`src/rtl/mdd_pkg.sv`:
```
// Package for the matrix diagonal DFT core: sizes, widths and the Q1.15 cosine table.
// No dependencies; used by the stream interfaces and the core.
package mdd_pkg;

  // Matrix edge, a power of two that divides the table size
  localparam int SIZE         = 32;
  localparam int SIZE_LOG2    = $clog2(SIZE);
  localparam int TABLE_POINTS = 64;
  localparam int TW_IDX_W     = $clog2(TABLE_POINTS);
  localparam int TW_STEP_LOG2 = TW_IDX_W - SIZE_LOG2;

  // Payload and datapath widths
  localparam int VAL_W       = 24;
  localparam int FREQ_W      = 5;
  localparam int TW_W        = 16;
  localparam int TW_FRAC     = 15;
  localparam int DIAG_W      = VAL_W + SIZE_LOG2;
  localparam int PROD_W      = DIAG_W + TW_W;
  localparam int ACC_W       = PROD_W + SIZE_LOG2;
  localparam int SUM_W       = ACC_W + 1;
  localparam int OP_W        = SIZE_LOG2 + 1;
  localparam int SCALE_SHIFT = 2 * SIZE_LOG2 + TW_FRAC;

  // Quarter-wave offset that turns a cosine lookup into a sine lookup
  localparam logic [TW_IDX_W-1:0] SIN_OFFSET = TW_IDX_W'(TABLE_POINTS * 3 / 4);

  // First quadrant of cos, Q1.15, +1.0 held as 32767
  localparam logic signed [TW_W-1:0] QUARTER_COS [17] = '{
    16'sd32767, 16'sd32610, 16'sd32138, 16'sd31357, 16'sd30274, 16'sd28899,
    16'sd27246, 16'sd25330, 16'sd23170, 16'sd20788, 16'sd18205, 16'sd15447,
    16'sd12540, 16'sd9512,  16'sd6393,  16'sd3212,  16'sd0
  };

  // Full-wave cosine from the quarter table
  function automatic logic signed [TW_W-1:0] cos_q15(input logic [TW_IDX_W-1:0] j);
    logic [3:0] r;
    logic [4:0] rm;
    r  = j[3:0];
    rm = 5'd16 - {1'b0, r};
    case (j[5:4])
      2'd0:    return QUARTER_COS[r];
      2'd1:    return -QUARTER_COS[rm];
      2'd2:    return -QUARTER_COS[r];
      default: return QUARTER_COS[rm];
    endcase
  endfunction

endpackage

```
`src/rtl/mdd_in_if.sv`:
```
// Input stream of the matrix diagonal DFT core: one matrix element per beat.
// Depends on mdd_pkg for field widths.
interface mdd_in_if import mdd_pkg::*; ();
  logic                    valid;
  logic                    ready;
  logic signed [VAL_W-1:0] element_value;
  logic                    last_element;

  modport source (output valid, output element_value, output last_element, input ready);
  modport sink   (input valid, input element_value, input last_element, output ready);
endinterface

```
`src/rtl/mdd_out_if.sv`:
```
// Output stream of the matrix diagonal DFT core: one frequency bin per beat.
// Depends on mdd_pkg for field widths.
interface mdd_out_if import mdd_pkg::*; ();
  logic                    valid;
  logic                    ready;
  logic signed [VAL_W-1:0] real_part;
  logic signed [VAL_W-1:0] imag_part;
  logic [FREQ_W-1:0]       freq_index;
  logic                    last_result;

  modport source (output valid, output real_part, output imag_part, output freq_index,
                  output last_result, input ready);
  modport sink   (input valid, input real_part, input imag_part, input freq_index,
                  input last_result, output ready);
endinterface

```
`src/rtl/matrix_diagonal_dft_core.sv`:
```
// Matrix diagonal DFT core: diagonal-sum store plus a shared multiply-accumulate sequencer.
// Depends on mdd_pkg, mdd_in_if and mdd_out_if.
//
//   channel | direction | beat payload
//   in_i    | sink      | element_value, last_element
//   out_o   | source    | real_part, imag_part, freq_index, last_result
//
// Elements are taken one per cycle; each adds into diagonal (row - col) mod SIZE.
// After the last element, one 29x16-bit multiplier (45-bit product) runs 2*SIZE products per bin
// (cos then sin for each diagonal), and each bin then waits for out_o.ready;
// input is not ready until the last bin is taken.
// Reset (rst_ni low, asynchronous) empties the store and zeroes the counters.
module matrix_diagonal_dft_core import mdd_pkg::*; (
  input  logic      clk_i,
  input  logic      rst_ni,
  mdd_in_if.sink    in_i,
  mdd_out_if.source out_o
);

  typedef enum logic [2:0] {
    S_ACC,
    S_MAC,
    S_DRAIN,
    S_ROUND,
    S_OUT
  } state_e;

  localparam logic [SIZE_LOG2-1:0] K_LAST  = SIZE_LOG2'(SIZE - 1);
  localparam logic [OP_W-1:0]      OP_LAST = OP_W'(2 * SIZE - 1);

  localparam logic signed [SUM_W-1:0] RND_BIAS = SUM_W'(64'sd1 <<< (SCALE_SHIFT - 1));
  localparam logic signed [SUM_W-1:0] SAT_MAX  = SUM_W'(64'sd8388607);
  localparam logic signed [SUM_W-1:0] SAT_MIN  = SUM_W'(-64'sd8388608);

  // Round to nearest (ties up), scale down and saturate to the output range
  function automatic logic signed [VAL_W-1:0] sat_round(input logic signed [ACC_W-1:0] a);
    logic signed [SUM_W-1:0] s;
    logic signed [SUM_W-1:0] t;
    s = SUM_W'(a) + RND_BIAS;
    t = s >>> SCALE_SHIFT;
    if (t > SAT_MAX) return VAL_W'(SAT_MAX);
    if (t < SAT_MIN) return VAL_W'(SAT_MIN);
    return VAL_W'(t);
  endfunction

  state_e                   state_q;
  logic [SIZE_LOG2-1:0]     row_q, col_q;
  logic [SIZE_LOG2-1:0]     k_q, ph_q;
  logic [OP_W-1:0]          op_cnt_q;
  logic [SIZE-1:0]          diag_vld_q;
  logic                     s1_vld_q, s1_im_q, s1_last_q;
  logic                     s2_vld_q, s2_im_q, s2_last_q;

  logic signed [DIAG_W-1:0] diag_q [SIZE];
  logic signed [DIAG_W-1:0] opa_q;
  logic signed [TW_W-1:0]   opb_q;
  logic signed [PROD_W-1:0] prod_q;
  logic signed [ACC_W-1:0]  acc_re_q, acc_im_q;
  logic signed [VAL_W-1:0]  real_q, imag_q;
  logic [FREQ_W-1:0]        freq_q;
  logic                     last_q;

  logic                     in_beat, out_beat, acc_clr;
  logic [SIZE_LOG2-1:0]     wr_addr, rd_addr;
  logic signed [DIAG_W-1:0] wr_cur, rd_val;
  logic                     op_im;
  logic [TW_IDX_W-1:0]      tw_idx;

  assign in_i.ready = (state_q == S_ACC);
  assign in_beat    = in_i.valid && in_i.ready;
  assign out_o.valid = (state_q == S_OUT);
  assign out_beat    = out_o.valid && out_o.ready;

  assign out_o.real_part   = real_q;
  assign out_o.imag_part   = imag_q;
  assign out_o.freq_index  = freq_q;
  assign out_o.last_result = last_q;

  // Store addressing: accumulate on the diagonal, read by diagonal index while transforming
  assign wr_addr = row_q - col_q;
  assign wr_cur  = diag_vld_q[wr_addr] ? diag_q[wr_addr] : '0;
  assign rd_addr = op_cnt_q[OP_W-1:1];
  assign rd_val  = diag_vld_q[rd_addr] ? diag_q[rd_addr] : '0;

  // Twiddle index: phase k*d mod SIZE scaled to the table, sine a quarter wave back
  assign op_im  = op_cnt_q[0];
  assign tw_idx = op_im ? TW_IDX_W'((TW_IDX_W'(ph_q) << TW_STEP_LOG2) + SIN_OFFSET)
                        : TW_IDX_W'(ph_q) << TW_STEP_LOG2;

  // Clear the accumulators whenever a new bin starts
  assign acc_clr = (in_beat && in_i.last_element) ||
                   (out_beat && (k_q != K_LAST));

  // Sequencer: state, counters, valid bits and pipeline tags
  always_ff @(posedge clk_i or negedge rst_ni) begin
    if (!rst_ni) begin
      state_q    <= S_ACC;
      row_q      <= '0;
      col_q      <= '0;
      k_q        <= '0;
      ph_q       <= '0;
      op_cnt_q   <= '0;
      diag_vld_q <= '0;
      s1_vld_q   <= 1'b0;
      s1_im_q    <= 1'b0;
      s1_last_q  <= 1'b0;
      s2_vld_q   <= 1'b0;
      s2_im_q    <= 1'b0;
      s2_last_q  <= 1'b0;
    end else begin
      // advance the product pipeline tags
      s1_vld_q  <= (state_q == S_MAC);
      s1_im_q   <= op_im;
      s1_last_q <= (rd_addr == K_LAST);
      s2_vld_q  <= s1_vld_q;
      s2_im_q   <= s1_im_q;
      s2_last_q <= s1_last_q;

      case (state_q)
        S_ACC: begin
          if (in_beat) begin
            diag_vld_q[wr_addr] <= 1'b1;
            col_q <= col_q + 1'b1;
            if (col_q == K_LAST) row_q <= row_q + 1'b1;
            if (in_i.last_element) begin
              k_q      <= '0;
              ph_q     <= '0;
              op_cnt_q <= '0;
              state_q  <= S_MAC;
            end
          end
        end
        S_MAC: begin
          // step phase by k after the sine product of each diagonal
          op_cnt_q <= op_cnt_q + 1'b1;
          if (op_im) ph_q <= ph_q + k_q;
          if (op_cnt_q == OP_LAST) state_q <= S_DRAIN;
        end
        S_DRAIN: begin
          if (s2_vld_q && s2_im_q && s2_last_q) state_q <= S_ROUND;
        end
        S_ROUND: begin
          state_q <= S_OUT;
        end
        S_OUT: begin
          if (out_beat) begin
            if (k_q == K_LAST) begin
              // run done: empty the store and restart the counters
              diag_vld_q <= '0;
              row_q      <= '0;
              col_q      <= '0;
              state_q    <= S_ACC;
            end else begin
              k_q      <= k_q + 1'b1;
              ph_q     <= '0;
              op_cnt_q <= '0;
              state_q  <= S_MAC;
            end
          end
        end
        default: state_q <= S_ACC;
      endcase
    end
  end

  // Diagonal-sum store
  always_ff @(posedge clk_i) begin
    if (in_beat) diag_q[wr_addr] <= DIAG_W'(wr_cur + DIAG_W'(in_i.element_value));
  end

  // Shared multiply-accumulate datapath and output register
  always_ff @(posedge clk_i) begin
    opa_q  <= rd_val;
    opb_q  <= cos_q15(tw_idx);
    prod_q <= opa_q * opb_q;
    if (acc_clr) begin
      acc_re_q <= '0;
      acc_im_q <= '0;
    end else if (s2_vld_q) begin
      if (s2_im_q) acc_im_q <= acc_im_q + ACC_W'(prod_q);
      else         acc_re_q <= acc_re_q + ACC_W'(prod_q);
    end
    if (state_q == S_ROUND) begin
      real_q <= sat_round(acc_re_q);
      imag_q <= sat_round(acc_im_q);
      freq_q <= FREQ_W'(k_q);
      last_q <= (k_q == K_LAST);
    end
  end

endmodule
```
`src/flat_wrapper.sv`:
```
// flat-port wrapper written by rule: the top's interface ports become plain ports
module matrix_diagonal_dft_core_flat import mdd_pkg::*;
  (clk_i, rst_ni, in_i_valid, in_i_element_value, in_i_last_element, in_i_ready, out_o_valid, out_o_real_part, out_o_imag_part, out_o_freq_index, out_o_last_result, out_o_ready);
  mdd_in_if in_i_i ();
  mdd_out_if out_o_i ();
  input  logic clk_i;
  input  logic rst_ni;
  input wire logic [$bits(in_i_i.valid)-1:0] in_i_valid;
  input wire logic [$bits(in_i_i.element_value)-1:0] in_i_element_value;
  input wire logic [$bits(in_i_i.last_element)-1:0] in_i_last_element;
  output wire logic [$bits(in_i_i.ready)-1:0] in_i_ready;
  output wire logic [$bits(out_o_i.valid)-1:0] out_o_valid;
  output wire logic [$bits(out_o_i.real_part)-1:0] out_o_real_part;
  output wire logic [$bits(out_o_i.imag_part)-1:0] out_o_imag_part;
  output wire logic [$bits(out_o_i.freq_index)-1:0] out_o_freq_index;
  output wire logic [$bits(out_o_i.last_result)-1:0] out_o_last_result;
  input wire logic [$bits(out_o_i.ready)-1:0] out_o_ready;
  assign in_i_i.valid = in_i_valid;
  assign in_i_i.element_value = in_i_element_value;
  assign in_i_i.last_element = in_i_last_element;
  assign in_i_ready = in_i_i.ready;
  assign out_o_valid = out_o_i.valid;
  assign out_o_real_part = out_o_i.real_part;
  assign out_o_imag_part = out_o_i.imag_part;
  assign out_o_freq_index = out_o_i.freq_index;
  assign out_o_last_result = out_o_i.last_result;
  assign out_o_i.ready = out_o_ready;
  matrix_diagonal_dft_core u_core (.clk_i(clk_i), .rst_ni(rst_ni), .in_i(in_i_i), .out_o(out_o_i));
endmodule
```
`config.mk`:
```
export PLATFORM = sky130hd
export DESIGN_NAME = matrix_diagonal_dft_core_flat
export DESIGN_NICKNAME = d
export VERILOG_FILES = /design/src/rtl/mdd_pkg.sv /design/src/rtl/mdd_in_if.sv /design/src/rtl/mdd_out_if.sv /design/src/rtl/matrix_diagonal_dft_core.sv /design/src/flat_wrapper.sv
export SDC_FILE = /design/constraint.sdc
export NUM_CORES = 2
export LEC_CHECK = 0
export BUFFER_PORTS_ARGS = -buffer_cell sky130_fd_sc_hd__buf_4
export CAP_MARGIN = 20
export CELL_PAD_IN_SITES_DETAIL_PLACEMENT = 1
export CELL_PAD_IN_SITES_GLOBAL_PLACEMENT = 1
export CORE_MARGIN = 1
export CORE_UTILIZATION = 35
export DETAILED_ROUTE_END_ITERATION = 10
export PLACE_DENSITY = 0.53
export SLEW_MARGIN = 15
export SYNTH_ARGS = -nofsm -noshare
export SYNTH_HDL_FRONTEND = slang
export SYNTH_SLANG_ARGS = --single-unit
```
`constraint.sdc`:
```
create_clock -name clk_i -period 10.6 [get_ports clk_i]
set_input_delay 1.06 -clock clk_i [delete_from_list [all_inputs] [get_ports clk_i]]
set_output_delay 1.06 -clock clk_i [all_outputs]
set_load 0.02 [all_outputs]
```
## Word level (Yosys, flattened, before mapping)

Memories as Yosys holds them, arrays and structs flattened. A register that Yosys moved wholly into a read port is not among the register bits.
Index checks and enable logic that the tools add are counted.
Widths: inputs -> output; s select.

- Register bits: 282
- Bits in writable memories: 928
- Bits in read-only memories: 1024
- Bits of input ports: 29
- Output and inout port bits: 56
- Memories: 3

- Add/sub/neg operators: 15
- $mul: 1
- Magnitude comparators: 9
- Eq/ne operators: 20
- Multiplexer cells: 65
- Bitwise operators: 4
- Reduce and logical (&&, ||, !) cells: 21

Memory list:

| name | words | width | read ports | clocked after memory_dff | write ports | line | source |
|---|---|---|---|---|---|---|---|
| u_core.diag_q | 32 | 29 | 2 | 1 | 1 | matrix_diagonal_dft_core.sv:54 | `logic signed [DIAG_W-1:0] diag_q [SIZE];` |
| (name not given) | 32 | 16 | 1 | 0 | 0 | mdd_pkg.sv:42 | `2'd1: return -QUARTER_COS[rm];` |
| (name not given) | 32 | 16 | 1 | 0 | 0 | mdd_pkg.sv:43 | `2'd2: return -QUARTER_COS[r];` |

Operators with widths:

| kind | number |
|---|---|
| $mux 24 | 8 |
| $add 50x26->51 const B | 2 |
| $add 50x45->50 | 2 |
| $mux 32 | 3 |
| $mux 16 | 4 |
| $pmux 32 s2 | 1 |
| $mux 5 | 12 |
| $gt 26x24->1 const B | 2 |
| $lt 26x24->1 const B | 2 |
| $pmux 16 s3 | 1 |
| $mul 29x16->45 | 1 |
| $neg 16->16 | 2 |
| $or 32x32->32 | 1 |
| $mux 6 | 5 |
| $pmux 5 s2 | 3 |
| $add 29x24->29 | 1 |
| $mux 29 | 1 |
| $reduce_and 5->1 | 4 |
| $pmux 6 s3 | 1 |
| $mux 1 | 16 |
| $add 5x1->5 const B | 3 |
| $eq 5x5->1 const B | 3 |
| $mux 3 | 5 |
| $pmux 3 s5 | 1 |
| other kinds (34) | 51 |

## Longest topological paths before layout

- Depth after elaboration: 9
- Depth in mapped cells: 28
- Mapped depth without buffers: 25

## Worst setup path before layout

No wires, ideal clock.

- Path type: register -> register
- Start: reg u_core.row_q[0]
- End: mem u_core.diag_q[0][27] (netlist name) (data pin)
- Setup time: 0.371 ns
- Arrival: 6.048 ns
- Slack: 4.181 ns
- Cell stages (with the launch flop): 26
- Path through: dfrtp_1 inv_1 ha_1 inv_2 fa_1 a21o_1 a21oi_2 xor2_1 nand3_1 o22ai_1 or4_1 buf_2 or4_1 inv_2 ha_1 a21o_1 a21oi_1 nand2b_1 a21oi_1 a21oi_1 o31ai_1 o21ai_0 a211oi_1 a211oi_1 nor3_1 xor2_1

- Word-level cells in the longest chain between the ends: 5
- Elaborated cells between the ends (all ways): 6
- Classes of those cells: add/sub: 2; mux: 3; memory: 1

RTL lines:

| element | line | source |
|---|---|---|
| start, declared | matrix_diagonal_dft_core.sv:47 | `logic [SIZE_LOG2-1:0] row_q, col_q;` |
| start signal, assigned | matrix_diagonal_dft_core.sv:124 | `if (col_q == K_LAST) row_q <= row_q + 1'b1;` |
| $sub 5x5->5 * | matrix_diagonal_dft_core.sv:80 | `assign wr_addr = row_q - col_q;` |
| $bmux 1 s5 | matrix_diagonal_dft_core.sv:81 | `assign wr_cur = diag_vld_q[wr_addr] ? diag_q[wr_addr] : '0;` |
| $mux 1 (not written as such) | matrix_diagonal_dft_core.sv:81 |  |
| $mux 29 * | matrix_diagonal_dft_core.sv:81 |  |
| $add 29x24->29 * | matrix_diagonal_dft_core.sv:168 | `if (in_beat) diag_q[wr_addr] <= DIAG_W'(wr_cur + DIAG_W'(in_i.element_value));` |
| end, declared | matrix_diagonal_dft_core.sv:54 |  |

Mark *: on every way between the ends. The rest lies on a longest branch, timed or not. The select of a mux whose other input is x is not followed.

## Final worst setup path

- Start: reg u_core.col_q[1]
- End: mem u_core.diag_q[14][27] (netlist name) (data pin)

- Word-level cells in the longest chain between the ends: 5
- Elaborated cells between the ends (all ways): 6
- Classes of those cells: add/sub: 2; mux: 3; memory: 1

RTL lines:

| element | line | source |
|---|---|---|
| start, declared | matrix_diagonal_dft_core.sv:47 |  |
| start signal, assigned | matrix_diagonal_dft_core.sv:123 | `col_q <= col_q + 1'b1;` |
| $sub 5x5->5 * | matrix_diagonal_dft_core.sv:80 |  |
| $bmux 1 s5 | matrix_diagonal_dft_core.sv:81 |  |
| $mux 1 (not written as such) | matrix_diagonal_dft_core.sv:81 |  |
| $mux 29 * | matrix_diagonal_dft_core.sv:81 |  |
| $add 29x24->29 * | matrix_diagonal_dft_core.sv:168 |  |

Marked as above.

==> impl_metrics.toml <==
[route]
first_iter_violations = 3943
drcViolationCount = 0
num_vias = 50600
viasPerCell = 5.56
drt_pass1_iterations = 6
routed_wirelength_um = 253000
routedWlPerCell_um = 27.8
antenna_left = 0

[cts]
cts-resized-gates = 0
clock-sinks = 1239
postCtsHoldBufs = 0
clk_path_buf_depth = 3
clock_latency_ps = 820
numCtsBuffers = 147
root_buffer = "clkbuf_16"
postCtsSetupRepairBufs = 0
h-tree-depth = 4
clkTransAtPathRegs_ps = 50
cts_tree = "built"

[grt]
overflow = 0
grt_max_degree = 114
grt_util_all_layers_pct = 22.7
grt_antenna_before_repair = 5
grt_pass1_vias = 54400
grt_pass1_wl_um = 372000

[timing]
fin_ws_ps = 2500
holdWs_ps = 345
maxSlewHeadroom_pct = 28.6
slew_violations = 0
post-route-min-period_ps = 8100
finalHoldViolCount = 0
skew_ps = 83.4
fmax_mhz = 123
worstMarginPinSlew_ps = 1070
min_period_over_period_pct = 76.5
setup_viol = 0
finalSetupTns_ps = 0
rsz0062_at_grt = "no"

[placement]
dp_hpwl_um = 171000
dp.cells = 8825
portBuffers = 84
finalWeightedCongestion = 0.836
pre_cts_ws_ps = 2470

[floorplanning]
pin_count = 85
die_w_um = 473
core_mm2 = 0.220
start_util_pct = 35.3
dieArea_mm2 = 0.224
num_rows = 172
dieHeight_um = 473

[logic_synthesis]
synth.avg_cell_area_um2 = 13.0
synthDistinctLibCells = 86
yosysSeqAreaShare_pct = 45.1
synthFlopType = "edfxtp_1"
synthCells = 5983
ys_seq_elements = 1239
ys_async_sr_fraction_pct = 5.41
synth_warnings = 0
syn-cell-area_mm2 = 0.0776
synth-edff-count = 982
synth_nets = 6722

[critical_path]
cp.required_ps = 11200
worstPathMaxFanout = 32
critPathLaunchType = "flip-flop"
rr_worst_depth = 23
critPathKind = "reg2reg"
worst_setup_path_end_kind = "flip-flop"
critPathArrivalTime_ps = 8700

[job]
cap_violations = 0

[layout]
final_common_cell = "edfxtp_1"
drive_gt1_share_pct = 17.7
stdcell_count = 9094
layout_common_cells = "edfxtp_1 (982), inv_1 (558), nand2_1 (552)"
syn2layout_area_growth_pct = 12.1
final_nets = 6756

[min_path]
hold_path_class = "reg2reg"
whs_path_depth = 0

[run_status]
status = "complete, no violations"
==> worst max-delay path: stages, from the launching register on <==
cell and delay [ps]:
dfrtp_1 390, inv_1 150, ha_1 250, a21o_1 180
a21o_1 210, xor2_2 730, nor2_1 290, nand2_2 480
o22ai_1 150, or4_2 810, buf_4 340, nor4_1 450
ha_1 240, o21a_1 190, o31ai_1 90, a21oi_1 350
a21oi_1 280, o31ai_1 550, o21ai_0 230, a211oi_1 510
a211oi_1 150, nor3_1 390, xor2_2 170, buf_4 310
==> state kept, by name, summed over array words and instances (netlist names) <==
signal,cells
u_core.op_cnt_q,6
u_core.out_o.freq_index,5
u_core.s2_vld_q,1
u_core.acc_im_q,50
u_core.s2_im_q,1
u_core.diag_q,928
u_core.opb_q,16
u_core.row_q,5
u_core.s2_last_q,1
u_core.opa_q,29
u_core.col_q,5
u_core.acc_re_q,50
u_core.out_o.last_result,1
u_core.ph_q,5
u_core.s1_im_q,1
u_core.state_q,3
u_core.out_o.imag_part,24
u_core.s1_last_q,1
u_core.k_q,5
u_core.prod_q,45
u_core.s1_vld_q,1
u_core.out_o.real_part,24
u_core.diag_vld_q,32
==> cell type report <==
type	instances	area (um^2)
fillers	22900	133000
multi-input cells	3850	39800
flip-flops and latches	1239	35000
clock buffers	178	3840
well taps	2958	3700
inverters	561	2110
repair buffers	218	1720
clock inverters	88	852
diodes	2	5.00
==> metrics by stage <==
| step | cell area, um^2 | util (%) |
|---|---|---|
| floorplan | 77600 | - |
| global placement | 82200 | 37.4 |
| detailed placement | 82300 | 37.4 |
| CTS | 87000 | 39.5 |
| global route | 87000 | 39.6 |
| finish | 87000 | 39.6 |
==> cell families after synthesis <==
kind of cell | synth area share (%)
simple gates | 8.54
flops | 45.1
compound gates | 7.27
buf+inv | 4.41
fa+ha+maj | 15.8
mux | 16.3
xor+xnor | 2.56
==> final timing paths <==
check                                                 start                               to  slack [ps]
worst min-delay path             u_core.s1_last_q$_DFF_PN0_       u_core.s2_last_q$_DFF_PN0_         350
worst max register to register  u_core.col_q[1]$_DFFE_PN0P_  u_core.diag_q[14][27]$_DFFE_PP_        2500
min in group asynchronous                            rst_ni    u_core.state_q[2]$_DFFE_PN0P_         380
worst max-delay path            u_core.col_q[1]$_DFFE_PN0P_  u_core.diag_q[14][27]$_DFFE_PP_        2500
worst min register to register   u_core.s1_last_q$_DFF_PN0_       u_core.s2_last_q$_DFF_PN0_         350
max in group asynchronous                            rst_ni   u_core.op_cnt_q[3]$_DFFE_PN0P_        9480
==> synth_stat cells, types with 47 or more instances <==
cell type | instances | area (um^2)
edfxtp_1 | 982 | 29500
inv_1 | 558 | 2090
nand2_1 | 555 | 2080
mux4_2 | 540 | 12200
fa_1 | 450 | 9010
nor2_1 | 305 | 1140
a21oi_1 | 288 | 1440
ha_1 | 260 | 3250
clkbuf_1 | 233 | 875
and2_1 | 199 | 1240
dfxtp_1 | 190 | 3800
o21ai_0 | 170 | 851
xnor2_1 | 134 | 1170
a21o_1 | 117 | 878
o22ai_1 | 106 | 663
nand3_1 | 91 | 455
xor2_1 | 89 | 780
dfrtp_1 | 67 | 1680
buf_2 | 52 | 260
buf_1 | 47 | 176
nor3_1 | 47 | 235
==> metal layers <==
| layer | track usage [%] | wire, um | up-vias |
|---|---|---|---|
| met5 | 0 | 0 | - |
| met4 | 6.02 | 6540 | 0 |
| met3 | 2.47 | 9950 | 322 |
| met2 | 40.4 | 131000 | 1236 |
| met1 | 29.0 | 106000 | 27100 |
| li1 | - | - | 21900 |
Power is left out: the tool's default activity adds up to more than one toggle a clock period on the data nets, which glitch-free logic cannot reach.
